File: src/sv/siwd_pkg.sv
// Shared types and constants of the SI window detector.
// Used by every module of the block; depends on nothing.
`default_nettype none

package siwd_pkg;

   typedef enum logic [1:0] {
      OP_CLEAR  = 2'd0,
      OP_APPEND = 2'd1,
      OP_QUERY  = 2'd2
   } opcode_type;

   localparam int OPCODE_W = 2;
   localparam int LIST_W = 5;
   localparam int PERIOD_W = 10;
   localparam int FRAME_W = 10;
   localparam int SF_W = 4;
   localparam int WINDOW_W = 6;
   localparam int START_W = 11;
   localparam int TTI_W = 14;
   localparam int SUBFRAMES_PER_FRAME = 10;

endpackage

`default_nettype wire

File: src/sv/siwd_table.sv
// Schedule entry memory: one write port and one registered read port.
// Depends on siwd_pkg for the entry field widths.
`default_nettype none

module siwd_table #(
   parameter int DEPTH = 32,
   localparam int AW = (DEPTH > 1) ? $clog2(DEPTH) : 1
) (
   input  wire logic                           clock,
   input  wire logic                           wr_en,
   input  wire logic [AW-1:0]                  wr_addr,
   input  wire logic [siwd_pkg::PERIOD_W-1:0]  wr_period,
   input  wire logic [siwd_pkg::START_W-1:0]   wr_start,
   input  wire logic                           rd_en,
   input  wire logic [AW-1:0]                  rd_addr,
   output logic      [siwd_pkg::PERIOD_W-1:0]  rd_period,
   output logic      [siwd_pkg::START_W-1:0]   rd_start
);
   import siwd_pkg::*;

   logic [PERIOD_W-1:0] period_mem [DEPTH];
   logic [START_W-1:0]  start_mem  [DEPTH];
   logic [PERIOD_W-1:0] rd_period_ff;
   logic [START_W-1:0]  rd_start_ff;

   always_ff @(posedge clock) begin
      if (wr_en) begin
         period_mem[wr_addr] <= wr_period;
         start_mem[wr_addr]  <= wr_start;
      end
      if (rd_en) begin
         rd_period_ff <= period_mem[rd_addr];
         rd_start_ff  <= start_mem[rd_addr];
      end
   end

   assign rd_period = rd_period_ff;
   assign rd_start  = rd_start_ff;

endmodule

`default_nettype wire

File: src/sv/siwd_mod_unit.sv
// Shared restoring remainder unit, one dividend bit per cycle.
// Depends on siwd_pkg for the operand width.
`default_nettype none

module siwd_mod_unit (
   input  wire logic                        clock,
   input  wire logic                        reset,
   input  wire logic                        start,
   input  wire logic [siwd_pkg::TTI_W-1:0]  dividend,
   input  wire logic [siwd_pkg::TTI_W-1:0]  divisor,
   output logic                             done,
   output logic      [siwd_pkg::TTI_W-1:0]  remainder
);
   import siwd_pkg::*;

   localparam int CNT_W = $clog2(TTI_W);

   logic [TTI_W-1:0] rem_ff, rem_in;
   logic [TTI_W-1:0] dvd_ff, dvd_in;
   logic [TTI_W-1:0] div_ff, div_in;
   logic [CNT_W-1:0] cnt_ff, cnt_in;
   logic             run_ff, run_in;
   logic             done_ff, done_in;
   logic [TTI_W:0]   trial;

   always_comb begin
      trial   = {rem_ff, dvd_ff[TTI_W-1]};
      rem_in  = rem_ff;
      dvd_in  = dvd_ff;
      div_in  = div_ff;
      cnt_in  = cnt_ff;
      run_in  = run_ff;
      done_in = 1'b0;
      if (start) begin
         rem_in = '0;
         dvd_in = dividend;
         div_in = divisor;
         cnt_in = '0;
         run_in = 1'b1;
      end else if (run_ff) begin
         if (trial >= {1'b0, div_ff}) begin
            rem_in = TTI_W'(trial - {1'b0, div_ff});
         end else begin
            rem_in = trial[TTI_W-1:0];
         end
         dvd_in = {dvd_ff[TTI_W-2:0], 1'b0};
         cnt_in = cnt_ff + 1'b1;
         if (cnt_ff == CNT_W'(TTI_W - 1)) begin
            run_in  = 1'b0;
            done_in = 1'b1;
         end
      end
   end

   always_ff @(posedge clock) begin
      rem_ff <= rem_in;
      dvd_ff <= dvd_in;
      div_ff <= div_in;
      cnt_ff <= cnt_in;
      if (reset) begin
         run_ff  <= 1'b0;
         done_ff <= 1'b0;
      end else begin
         run_ff  <= run_in;
         done_ff <= done_in;
      end
   end

   assign done      = done_ff;
   assign remainder = rem_ff;

endmodule

`default_nettype wire

File: src/sv/si_window_detector.sv
// SI window detector top level: command port, window register and entry walk.
// Depends on siwd_pkg, siwd_table and siwd_mod_unit.
//
// A transaction is taken when start is high and busy is low; its result appears
// on the rsp_ ports for exactly one cycle with rsp_valid high, and the receiver
// cannot stall it. Clear and append answer in the cycle after they are taken, as
// does a query that finds an empty table or a subframe of 10 or more. Any other
// query walks the stored entries in order through one shared serial remainder
// unit: each entry takes a memory read, a load, 14 remainder steps and the
// compare, and the walk stops at the first hit; busy stays high until it ends and
// the result appears as busy falls. The user must write the window register
// (csr_wr_en) only while busy is low; the block itself does not enforce this.
`default_nettype none

module si_window_detector #(
   parameter int MAX_ENTRIES = 32
) (
   input  wire logic                           clock,
   input  wire logic                           reset,
   input  wire logic                           start,
   output logic                                busy,
   input  wire logic [siwd_pkg::OPCODE_W-1:0]  req_opcode,
   input  wire logic [siwd_pkg::LIST_W-1:0]    req_list_index,
   input  wire logic [siwd_pkg::PERIOD_W-1:0]  req_period_frames,
   input  wire logic [siwd_pkg::FRAME_W-1:0]   req_frame_number,
   input  wire logic [siwd_pkg::SF_W-1:0]      req_subframe,
   output logic                                rsp_valid,
   output logic                                rsp_in_window,
   output logic                                rsp_entry_stored,
   input  wire logic                           csr_wr_en,
   input  wire logic [siwd_pkg::WINDOW_W-1:0]  csr_wr_data
);
   import siwd_pkg::*;

   localparam int IDX_W = (MAX_ENTRIES > 1) ? $clog2(MAX_ENTRIES) : 1;
   localparam int CNT_W = $clog2(MAX_ENTRIES + 1);

   typedef enum logic [1:0] {
      ST_IDLE,
      ST_READ,
      ST_LOAD,
      ST_DIV
   } state_type;

   state_type            state_ff, state_in;
   logic [CNT_W-1:0]     count_ff, count_in;
   logic [IDX_W-1:0]     idx_ff, idx_in;
   logic [WINDOW_W-1:0]  window_ff, window_in;
   logic [TTI_W-1:0]     tti_ff, tti_in;
   logic [START_W-1:0]   start_ff, start_in;
   logic                 rsp_valid_ff, rsp_valid_in;
   logic                 hit_ff, hit_in;
   logic                 stored_ff, stored_in;

   logic                 accept;
   logic                 wr_en;
   logic [START_W-1:0]   wr_start;
   logic                 rd_en;
   logic [PERIOD_W-1:0]  rd_period;
   logic [START_W-1:0]   rd_start;
   logic                 mod_start;
   logic [TTI_W-1:0]     mod_divisor;
   logic                 mod_done;
   logic [TTI_W-1:0]     mod_rem;
   logic                 pos_hit;
   logic                 last_entry;

   assign accept   = start && (state_ff == ST_IDLE);
   assign wr_start = START_W'(req_list_index) * START_W'(window_ff);
   assign wr_en    = accept && (req_opcode == OP_APPEND) && (req_period_frames != '0)
                     && (window_ff != '0) && (count_ff < CNT_W'(MAX_ENTRIES));
   assign rd_en    = (state_ff == ST_READ);
   assign mod_start   = (state_ff == ST_LOAD);
   assign mod_divisor = TTI_W'(rd_period) * TTI_W'(SUBFRAMES_PER_FRAME);
   assign pos_hit     = (mod_rem >= TTI_W'(start_ff))
                        && (mod_rem < (TTI_W'(start_ff) + TTI_W'(window_ff)));
   assign last_entry  = ((CNT_W'(idx_ff) + CNT_W'(1)) == count_ff);

   siwd_table #(
      .DEPTH(MAX_ENTRIES)
   ) u_table (
      .clock     (clock),
      .wr_en     (wr_en),
      .wr_addr   (count_ff[IDX_W-1:0]),
      .wr_period (req_period_frames),
      .wr_start  (wr_start),
      .rd_en     (rd_en),
      .rd_addr   (idx_ff),
      .rd_period (rd_period),
      .rd_start  (rd_start)
   );

   siwd_mod_unit u_mod (
      .clock     (clock),
      .reset     (reset),
      .start     (mod_start),
      .dividend  (tti_ff),
      .divisor   (mod_divisor),
      .done      (mod_done),
      .remainder (mod_rem)
   );

   always_comb begin
      state_in     = state_ff;
      count_in     = count_ff;
      idx_in       = idx_ff;
      window_in    = window_ff;
      tti_in       = tti_ff;
      start_in     = start_ff;
      rsp_valid_in = 1'b0;
      hit_in       = 1'b0;
      stored_in    = 1'b0;
      if (csr_wr_en) begin
         window_in = csr_wr_data;
      end
      unique case (state_ff)
         ST_IDLE: begin
            if (accept) begin
               unique case (req_opcode)
                  OP_CLEAR: begin
                     count_in     = '0;
                     rsp_valid_in = 1'b1;
                  end
                  OP_APPEND: begin
                     rsp_valid_in = 1'b1;
                     if (wr_en) begin
                        count_in  = count_ff + 1'b1;
                        stored_in = 1'b1;
                     end
                  end
                  OP_QUERY: begin
                     tti_in = TTI_W'(req_frame_number) * TTI_W'(SUBFRAMES_PER_FRAME)
                              + TTI_W'(req_subframe);
                     idx_in = '0;
                     if ((count_ff == '0) || (req_subframe >= SF_W'(SUBFRAMES_PER_FRAME))) begin
                        rsp_valid_in = 1'b1;
                     end else begin
                        state_in = ST_READ;
                     end
                  end
                  default: begin
                     rsp_valid_in = 1'b1;
                  end
               endcase
            end
         end
         ST_READ: begin
            state_in = ST_LOAD;
         end
         ST_LOAD: begin
            start_in = rd_start;
            state_in = ST_DIV;
         end
         ST_DIV: begin
            if (mod_done) begin
               if (pos_hit || last_entry) begin
                  rsp_valid_in = 1'b1;
                  hit_in       = pos_hit;
                  state_in     = ST_IDLE;
               end else begin
                  idx_in   = idx_ff + 1'b1;
                  state_in = ST_READ;
               end
            end
         end
         default: begin
            state_in = ST_IDLE;
         end
      endcase
   end

   always_ff @(posedge clock) begin
      idx_ff   <= idx_in;
      tti_ff   <= tti_in;
      start_ff <= start_in;
      if (reset) begin
         state_ff     <= ST_IDLE;
         count_ff     <= '0;
         window_ff    <= '0;
         rsp_valid_ff <= 1'b0;
         hit_ff       <= 1'b0;
         stored_ff    <= 1'b0;
      end else begin
         state_ff     <= state_in;
         count_ff     <= count_in;
         window_ff    <= window_in;
         rsp_valid_ff <= rsp_valid_in;
         hit_ff       <= hit_in;
         stored_ff    <= stored_in;
      end
   end

   assign busy             = (state_ff != ST_IDLE);
   assign rsp_valid        = rsp_valid_ff;
   assign rsp_in_window    = hit_ff;
   assign rsp_entry_stored = stored_ff;

endmodule

`default_nettype wire

File: config.mk
export PLATFORM = sky130hd
export DESIGN_NAME = si_window_detector
export DESIGN_NICKNAME = d
export VERILOG_FILES = /design/src/sv/siwd_pkg.sv /design/src/sv/siwd_table.sv /design/src/sv/siwd_mod_unit.sv /design/src/sv/si_window_detector.sv
export SDC_FILE = /design/constraint.sdc
export NUM_CORES = 1
export LEC_CHECK = 0
export ABC_AREA = 1
export BUFFER_PORTS_ARGS = -buffer_cell sky130_fd_sc_hd__buf_4
export CORE_MARGIN = 5
export CORE_UTILIZATION = 35
export DETAILED_ROUTE_END_ITERATION = 12
export PLACE_DENSITY_LB_ADDON = 0.1
export SLEW_MARGIN = 15
export SYNTH_ARGS = -nofsm -noshare
export SYNTH_HDL_FRONTEND = slang
export SYNTH_SLANG_ARGS = --single-unit
File: constraint.sdc
create_clock -name clock -period 5 [get_ports clock]
set_input_delay 1 -clock clock [delete_from_list [all_inputs] [get_ports clock]]
set_output_delay 1 -clock clock [all_outputs]
set_load 0.1 [all_outputs]
==> results of run 1 <==
[worst max path at each step]
stage / startpoint / endpoint
6_report: window_ff[1] / u_table.start_mem[4][9]
5_1_grt: window_ff[1] / u_table.start_mem[1][9]
4_1_cts: window_ff[1] / u_table.start_mem[4][9]
3_5_place_dp: req_list_index[4] / u_table.start_mem[3][9]
3_3_place_gp: req_list_index[4] / u_table.start_mem[0][9]
2_1_floorplan: req_list_index[4] / u_table.start_mem[0][7]
[metal layers]
layer  vias to the layer above  wire length [um]  track usage  share of wire
li1                      10500                 -            -              -
met1                     11300             43800        0.256           0.45
met2                       605             45900        0.306           0.47
met3                       148              5470       0.0282          0.056
met4                         0              2030       0.0474          0.021
met5                         -                 0            0              0
[metrics by stage]
step	cell area, um2	power [uW]	util
detailed placement	36300	9850	0.374
CTS	39200	16500	0.404
global placement	36300	9810	0.374
finish	39200	16300	0.404
global route	39200	17000	0.404
floorplan	34300	9120	-
[layout make-up]
type	count	area [um2]	area share
clock buffers	103	2320	0.0592
diodes	1	2.50	0.0000638
multi-input cells	1786	9840	0.251
repair buffers	110	951	0.0243
clock inverters	58	606	0.0155
well taps	1276	1600	0.0407
inverters	161	616	0.0157
flip-flops and latches	787	23300	0.594
[sequential cells by signal (all words and copies together), names as in the netlist, 2 cells and up]
signal,flops
u_table.start_mem,352
u_table.period_mem,320
tti_ff,14
u_mod.dvd_ff,14
u_mod.remainder,14
u_mod.div_ff,13
start_ff,11
u_table.rd_start,11
u_table.rd_period,10
count_ff,6
window_ff,6
idx_ff,5
u_mod.cnt_ff,4
state_ff,2
[critical path: stages, from the launching register on]
cell and delay [ps]:
dfxtp_1 500, nand2_1 130, fa_1 510, fa_1 540
fa_1 560, inv_1 40, ha_1 350, a21oi_1 150
nand2_1 110, nand2_1 70, nand2_1 50, a21oi_1 170
nor2_1 50, o21ai_0 200, nand2_1 70, nand2_1 60
nand2_1 110, buf_12 180
[cells in the final DEF, fill, tap and decap left out, drive strengths merged, types with 33 or more instances in the layout]
master and n:
edfxtp 750, nor2 433, nand2 386, o21ai 379
o22ai 167, inv 163, buf 110, ha 106
clkbuf 103, a21oi 86, nand3 65, o221ai 52
clkinv 40, dfxtp 37, xor2 33
[report_power, final]
group | switching (uW) | total, uW | internal [uW]
sequential | 115 | 7590 | 7470
combinational | 1450 | 2100 | 649
clock | 2640 | 6580 | 3940
total | 4210 | 16300 | 12100
[kinds of logic (layout without fill, tap and decap cells)]
| group | Yosys count | after routing |
|---|---|---|
| XOR/XNOR | 45 | 45 |
| buffers and inverters | 309 | 432 |
| adder cells (fa/ha/maj) | 123 | 123 |
| AND/OR/NAND/NOR | 916 | 916 |
| AO/OA/AOI/OAI | 702 | 702 |
| other | 0 | 1 |
| flip-flops | 787 | 787 |
==> results.cfg, run 1 <==
[power_and_ir_drop]
power_density_nw_per_um2 = 415
vdd_drop_max_mv = 0.213
leakagePower_uw = 0.0140

[worst_setup_path]
setup.worst_path.end_class = flop
crit_fanout = 32
rrSetupSlack_ps = 850
worstReg2RegEnd = u_table.start_mem[4][9]
crit_path_start_kind = flop
path_class = flop to flop
required_ps = 5370
arrival_ps = 4510
r2r-start = window_ff[1]
worstRegToRegCells = 17

[synthesis]
synth-edff-count = 750
synth_top_area_frac = 0.657
synth_flop_cell = edfxtp_1
synth_cell_types = 47
synth_xor_area_frac = 0.0115
synth.area.top_cells = edfxtp_1 66%, nor2_1 4.7%, nand2_1 4.2%
synthMuxAreaShare = 0
postSynthAreaPerCell_um2 = 11.9
yosys.area.top_type = edfxtp_1
synth_area_um2 = 34300
syn_inst = 2882
synth.most_common_cell = edfxtp_1
synthSimpleGateAreaFrac = 0.107
synth_compound_area_frac = 0.116
synth_top_family_by_area = compound AO/OA/AOI/OAI gates
synth-async-reset-ratio = 0
ys_seq_elements = 787
syn_nets = 3046
synth_common_cells = 750 x edfxtp_1, 431 x nor2_1, 381 x nand2_1
ys_seq_area_frac = 0.678
synth_adder_area_share = 0.0486
ys_warn_count = 0

[route]
first_iter_violations = 1940
route.final.wire_length_um = 97200
dr.pass1.iters = 7
drc = 0
wl_per_cell_um = 22.7
via_per_inst = 5.27
detail-route-antenna-nets = 0
vias = 22600

[floorplanning]
die_y_um = 323
initial_utilization = 0.354
ioPinCount = 45
core_um2 = 97000
die-area_um2 = 104000
chipWidth_um = 323
rows = 114

[timing]
fin_crit_sh = 0.830
finClkSkew_ps = 33.0
fin_ws_ps = 852
worstMarginPinSlew_ps = 1090
whs_ps = 416
hold_viol_final = 0
min_period_ps = 4150
slew_headroom = 0.270
rsz0062_at_grt = no
setup_viol = 0
max_clock_freq_mhz = 241
setup_tns_ps = 0
drv_slew = 0

[global_routing]
grt_pass1_vias = 22800
overflow = 0
grt_max_degree = 145
grt_pass1_wl_um = 145000
antenna_found_initial = 1
grt_use_total = 0.184

[cts]
cts_setup_buffers = 0
clk_pin_slew_worst_paths_ps = 60
hold_buffers = 0
cts_root_buffer = clkbuf_16
htree_levels = 3
numCtsBuffers = 89
cts_resized = 0
worstSkewPairLatency_ps = 650
cts.sinks = 787
cts_tree = done
cts_buffer_depth = 3

[placement]
dp_hpwl_um = 55200
gp_congestion = 0.806
io_buffer_count = 44
post-place-ws_ps = 255
placed_cells = 4120

[finish]
syn_to_final_growth_pct = 14.3
layout-drive-gt1-share = 0.102
nets = 3099
final_cells = 4282
final.fill_count = 9085

[run_status]
status = completed

[flow_run]
maxCapViolCount = 0

[worst_hold_path]
min_from = u_table.rd_start[10]
hp-class = flop to flop
hold_depth = 0
whs_endpoint = start_ff[10]
Power figures use the tool's default switching activity.
==> run 2, diff against run 1 <==
==> constraint.sdc (replaced) <==
create_clock -name clock -period 4.3 [get_ports clock]
set_input_delay 0.86 -clock clock [delete_from_list [all_inputs] [get_ports clock]]
set_output_delay 0.86 -clock clock [all_outputs]
set_load 0.1 [all_outputs]
==> results.cfg, run 2 (synthesized netlist as in run 1, its figures left out) <==
[run_status]
status = completed

[power_and_ir_drop]
cellInternalPower_uw = 14200
power.total_uw = 19200
power_density_nw_per_um2 = 483
leakagePower_uw = 0.0143
vdd_drop_max_mv = 0.325
switchingPower_uw = 4990
power_frac_seq = 0.459
swShare = 0.260
p_comb_frac = 0.132
clockPowerShare = 0.409

[finish]
n_antenna_cell = 0
syn_to_final_growth_pct = 15.8
utilization = 0.410
nets = 3145
layout-drive-gt1-share = 0.116
seq_area_um2 = 23300
largest_reg_flops = 352
final_cell_mix = 750 x edfxtp_1, 399 x nor2_1, 380 x nand2_1, 217 x o21ai_0, 167 x o22ai_1
final_common_cell = edfxtp_1
final.fill_count = 9161
top_register = u_table.start_mem
largestRegisters = u_table.start_mem (352), u_table.period_mem (320)
multi_input_area_um2 = 9840

[cts]
clk_pin_slew_worst_paths_ps = 60
cts_buffer_depth = 3
worstSkewPairLatency_ps = 670
cts_tree = done
cts_setup_buffers = 0
hold_buffers = 0
cts.sinks = 787
numCtsBuffers = 88
cts_root_buffer = clkbuf_16
htree_levels = 3
cts_resized = 0

[worst_hold_path]
hold_depth = 1
min_from = req_subframe[0]
hp-class = primary input to flop
whs_endpoint = tti_ff[0]

[worst_setup_path]
crit_chain = buf_4 > nand2_1 > fa_1 > inv_1 > fa_1 > fa_1 > ha_1 > nand3_1 > nand3_1 > nand2_1 > nand2_1 > a21oi_1 > o21ai_0 > nand2_1 > a21o_1 > nand2_1 > buf_12
worstRegToRegCells = 17
cpPeakStageDelay_ps = 560
setup.worst_path.end_class = flop
r2r-start = window_ff[1]
rrSetupSlack_ps = 470
crit_slowest_cell = fa_1
worstReg2RegEnd = u_table.start_mem[15][10]
crit_path_start_kind = flop
required_ps = 4710
crit_path_frequent_cell = nand2_1
path_class = flop to flop
arrival_ps = 4240
crit_fanout = 32

[floorplanning]
die_y_um = 323
rows = 114
ioPinCount = 45
initial_utilization = 0.354
core_um2 = 97000
die-area_um2 = 104000
chipWidth_um = 323

[route]
dr.pass1.iters = 6
vias = 22800
drc = 0
detail-route-antenna-nets = 0
first_iter_violations = 1833
via_per_inst = 5.26
route.final.wire_length_um = 99000
wl_per_cell_um = 22.9

[timing]
min_period_ps = 3830
setup_viol = 0
hold_viol_final = 0
rsz0062_at_grt = no
worstMarginPinSlew_ps = 1190
drv_slew = 0
max_clock_freq_mhz = 261
slew_headroom = 0.205
fin_crit_sh = 0.891
finClkSkew_ps = 48.1

[global_routing]
antenna_found_initial = 2
grt_use_total = 0.188
grt_pass1_vias = 22700
overflow = 0
grt_pass1_wl_um = 147000
grt_max_degree = 172

[flow_run]
maxCapViolCount = 0

[placement]
dp_hpwl_um = 58400
gp_congestion = 0.821
io_buffer_count = 44
==> run 2: cell types whose count changed in the layout (fill, tap and decap cells not counted), sizes merged <==
cell,delta
diode,-1
bufinv,+2
buf,+47
==> run 2: per-layer routing <==
metal	wire [um]	GRT usage	vias to the layer above
met2	46900	0.313	596
met5	13	0	-
li1	-	-	10600
met1	44600	0.260	11400
met3	5100	0.0302	144
met4	2350	0.0479	2
==> run 2: worst max-delay path, delay by kind of cell (launching register included) <==
family                     cells  cell delay [ps]
and+or+nand+nor                7              560
DFF                            1              330
adders and majority gates      4             1920
buffers and inverters          3              390
AOI/OAI and AO/OA              3              380
==> run 2: cell type report <==
cell class / count / share of cell area
Clock inverter: 60 / 0.0186
Inverter: 161 / 0.0155
Multi-Input combinational cell: 1786 / 0.248
Tap cell: 1276 / 0.0402
Sequential cell: 787 / 0.585
Clock buffer: 103 / 0.0579
Timing Repair Buffer: 157 / 0.0347
==> run 2: metrics by stage <==
stage	instances	setup slack [ps]	area [um2]	hold WS [ps]	setup TNS, ps
final	4330	469	39700	406	0
after global placement	4167	-173	36700	404	-10890
after detailed placement	4167	-127	36700	405	-9230
after CTS	4330	445	39700	369	0
after global routing	4330	176	39700	367	0
after floorplan	2882	-22.3	34300	400	-1440
==> run 2: power by group through the flow <==
stage | clock (uW) | combinational (uW) | sequential, uW
2_1_floorplan | 0 | 1670 | 8940
3_3_place_gp | 0 | 2510 | 8970
3_5_place_dp | 0 | 2540 | 8980
4_1_cts | 8060 | 2560 | 8820
5_1_grt | 8390 | 2840 | 8830
6_report | 7850 | 2530 | 8810
==> run 2: worst max path at each step <==
stage / endpoint / cells past startpoint / slack, ps / from
2_1_floorplan: u_table.start_mem[0][5] / 9 / -20 / req_list_index[4]
3_3_place_gp: u_table.start_mem[4][9] / 18 / -170 / req_list_index[4]
3_5_place_dp: u_table.start_mem[11][9] / 18 / -130 / req_list_index[4]
4_1_cts: u_table.start_mem[4][10] / 17 / 440 / window_ff[1]
5_1_grt: u_table.start_mem[7][10] / 17 / 180 / window_ff[1]
6_report: u_table.start_mem[15][10] / 17 / 470 / window_ff[1]
==> run 3, diff against run 2 <==
--- a/config.mk
+++ b/config.mk
@@ -9,6 +9,7 @@
 export BUFFER_PORTS_ARGS = -buffer_cell sky130_fd_sc_hd__buf_4
 export CORE_MARGIN = 5
 export CORE_UTILIZATION = 35
+export CTS_CLUSTER_SIZE = 28
 export DETAILED_ROUTE_END_ITERATION = 12
 export PLACE_DENSITY_LB_ADDON = 0.1
 export SLEW_MARGIN = 15
==> constraint.sdc (replaced) <==
create_clock -name clock -period 4.3 [get_ports clock]
set_input_delay 0.86 -clock clock [delete_from_list [all_inputs] [get_ports clock]]
set_output_delay 0.86 -clock clock [all_outputs]
set_load 0.01 [all_outputs]
==> results.cfg, run 3 (synthesized netlist as in run 1, its figures left out) <==
[run_status]
status = completed

[global_routing]
overflow = 0
antenna_found_initial = 3
grt_util_met3 = 0.0299
grt_pass1_vias = 22700
use_met2 = 0.313
busiest_layer = met2
use_met1 = 0.261
grt_max_degree = 172
grt_pass1_wl_um = 148000
grt_use_total = 0.188

[cts]
cts_root_buffer = clkbuf_16
worstSkewPairLatency_ps = 670
clk_pin_slew_worst_paths_ps = 60
hold_buffers = 0
htree_levels = 3
cts_setup_buffers = 0
cts_buffer_depth = 3
cts.sinks = 787
cts_tree = done
numCtsBuffers = 88
cts_resized = 0

[timing]
worstMarginPinSlew_ps = 1190
whs_ps = 408
slew_headroom = 0.206
min_period_ps = 3830
rsz0062_at_grt = no
fin_ws_ps = 467
max_clock_freq_mhz = 261
hold_viol_final = 0
finClkSkew_ps = 50.1
setup_viol = 0
setup_tns_ps = 0
fin_crit_sh = 0.891
drv_slew = 0

[floorplanning]
die-area_um2 = 104000
core_um2 = 97000
initial_utilization = 0.354
ioPinCount = 45
rows = 114
chipWidth_um = 323
die_y_um = 323

[finish]
layout-drive-gt1-share = 0.115
largest_reg_flops = 352
final_cell_mix = 750 x edfxtp_1, 399 x nor2_1, 380 x nand2_1, 217 x o21ai_0, 167 x o22ai_1
nets = 3145
n_antenna_cell = 0
top_register = u_table.start_mem
syn_to_final_growth_pct = 15.9
final_common_cell = edfxtp_1
largestRegisters = u_table.start_mem (352), u_table.period_mem (320)
utilization = 0.410

[worst_setup_path]
crit_fanout = 32
rrSetupSlack_ps = 470
setup.worst_path.end_class = flop
required_ps = 4700
crit_path_start_kind = flop
arrival_ps = 4240
path_class = flop to flop
worstRegToRegCells = 17

[route]
via_per_inst = 5.25
vias = 22700
route.final.wire_length_um = 99100
first_iter_violations = 1837
dr.pass1.iters = 6
detail-route-antenna-nets = 0
drc = 0
wl_per_cell_um = 22.9

[power_and_ir_drop]
cellInternalPower_uw = 14300
leakagePower_uw = 0.0143
vdd_drop_max_mv = 0.331
p_comb_frac = 0.131
swShare = 0.259
power_density_nw_per_um2 = 484
power_frac_seq = 0.458
clockPowerShare = 0.412
switchingPower_uw = 4980

[placement]
io_buffer_count = 44
dp_hpwl_um = 58400
post-place-ws_ps = -127
gp_congestion = 0.821

[worst_hold_path]
hp-class = primary input to flop
hold_depth = 1

[flow_run]
maxCapViolCount = 0
-- run 3: worst paths after layout --
path / to / start
worst max-delay path: u_table.start_mem[8][9] / window_ff[0]
worst min-delay path: tti_ff[0] / req_subframe[0]
worst max register to register: u_table.start_mem[8][9] / window_ff[0]
worst min register to register: start_ff[1] / u_table.rd_start[1]
-- run 3: critical path, stage by stage (launching register included) --
cell     delay [ps]
dfxtp_1         330
nand2_1          80
fa_1            520
fa_1            540
fa_1            550
inv_1            40
ha_1            310
a21oi_1         130
nand2_1          80
nand2_1          60
nand2_1          50
a21oi_1         170
nor2_1           60
o21ai_0         220
nand2_1          90
nand2_1          80
nand2_2          70
buf_12          160
-- run 3: cell type report --
cell class,instances,area [um2]
fill,9159,57200
sequential,787,23300
multi-input combinational,1786,9840
clock buffer,104,2300
tap,1276,1600
timing repair buffer,157,1380
clock inverter,60,767
inverter,161,616
-- run 3: power groups by stage --
| stage | clock [uW] | combinational, uW | sequential (uW) |
|---|---|---|---|
| final | 7920 | 2510 | 8810 |
| after global routing | 8460 | 2830 | 8830 |
| after CTS | 8120 | 2540 | 8820 |
| after detailed placement | 0 | 2530 | 8980 |
| after global placement | 0 | 2500 | 8970 |
| after floorplan | 0 | 1660 | 8930 |
-- run 3: per-stage QoR --
step                total power, uW  cell area (um2)  std cells
finish                        19200            39800       4331
global route                  20100            39800       4331
CTS                           19500            39800       4331
detailed placement            11500            36700       4167
global placement              11500            36700       4167
floorplan                     10600            34300       2882
-- run 3: layer usage --
layer / share of wire / vias to the layer above
li1: - / 10600
met5: 0.00013 / -
met3: 0.051 / 136
met2: 0.48 / 562
met1: 0.45 / 11400
met4: 0.023 / 2
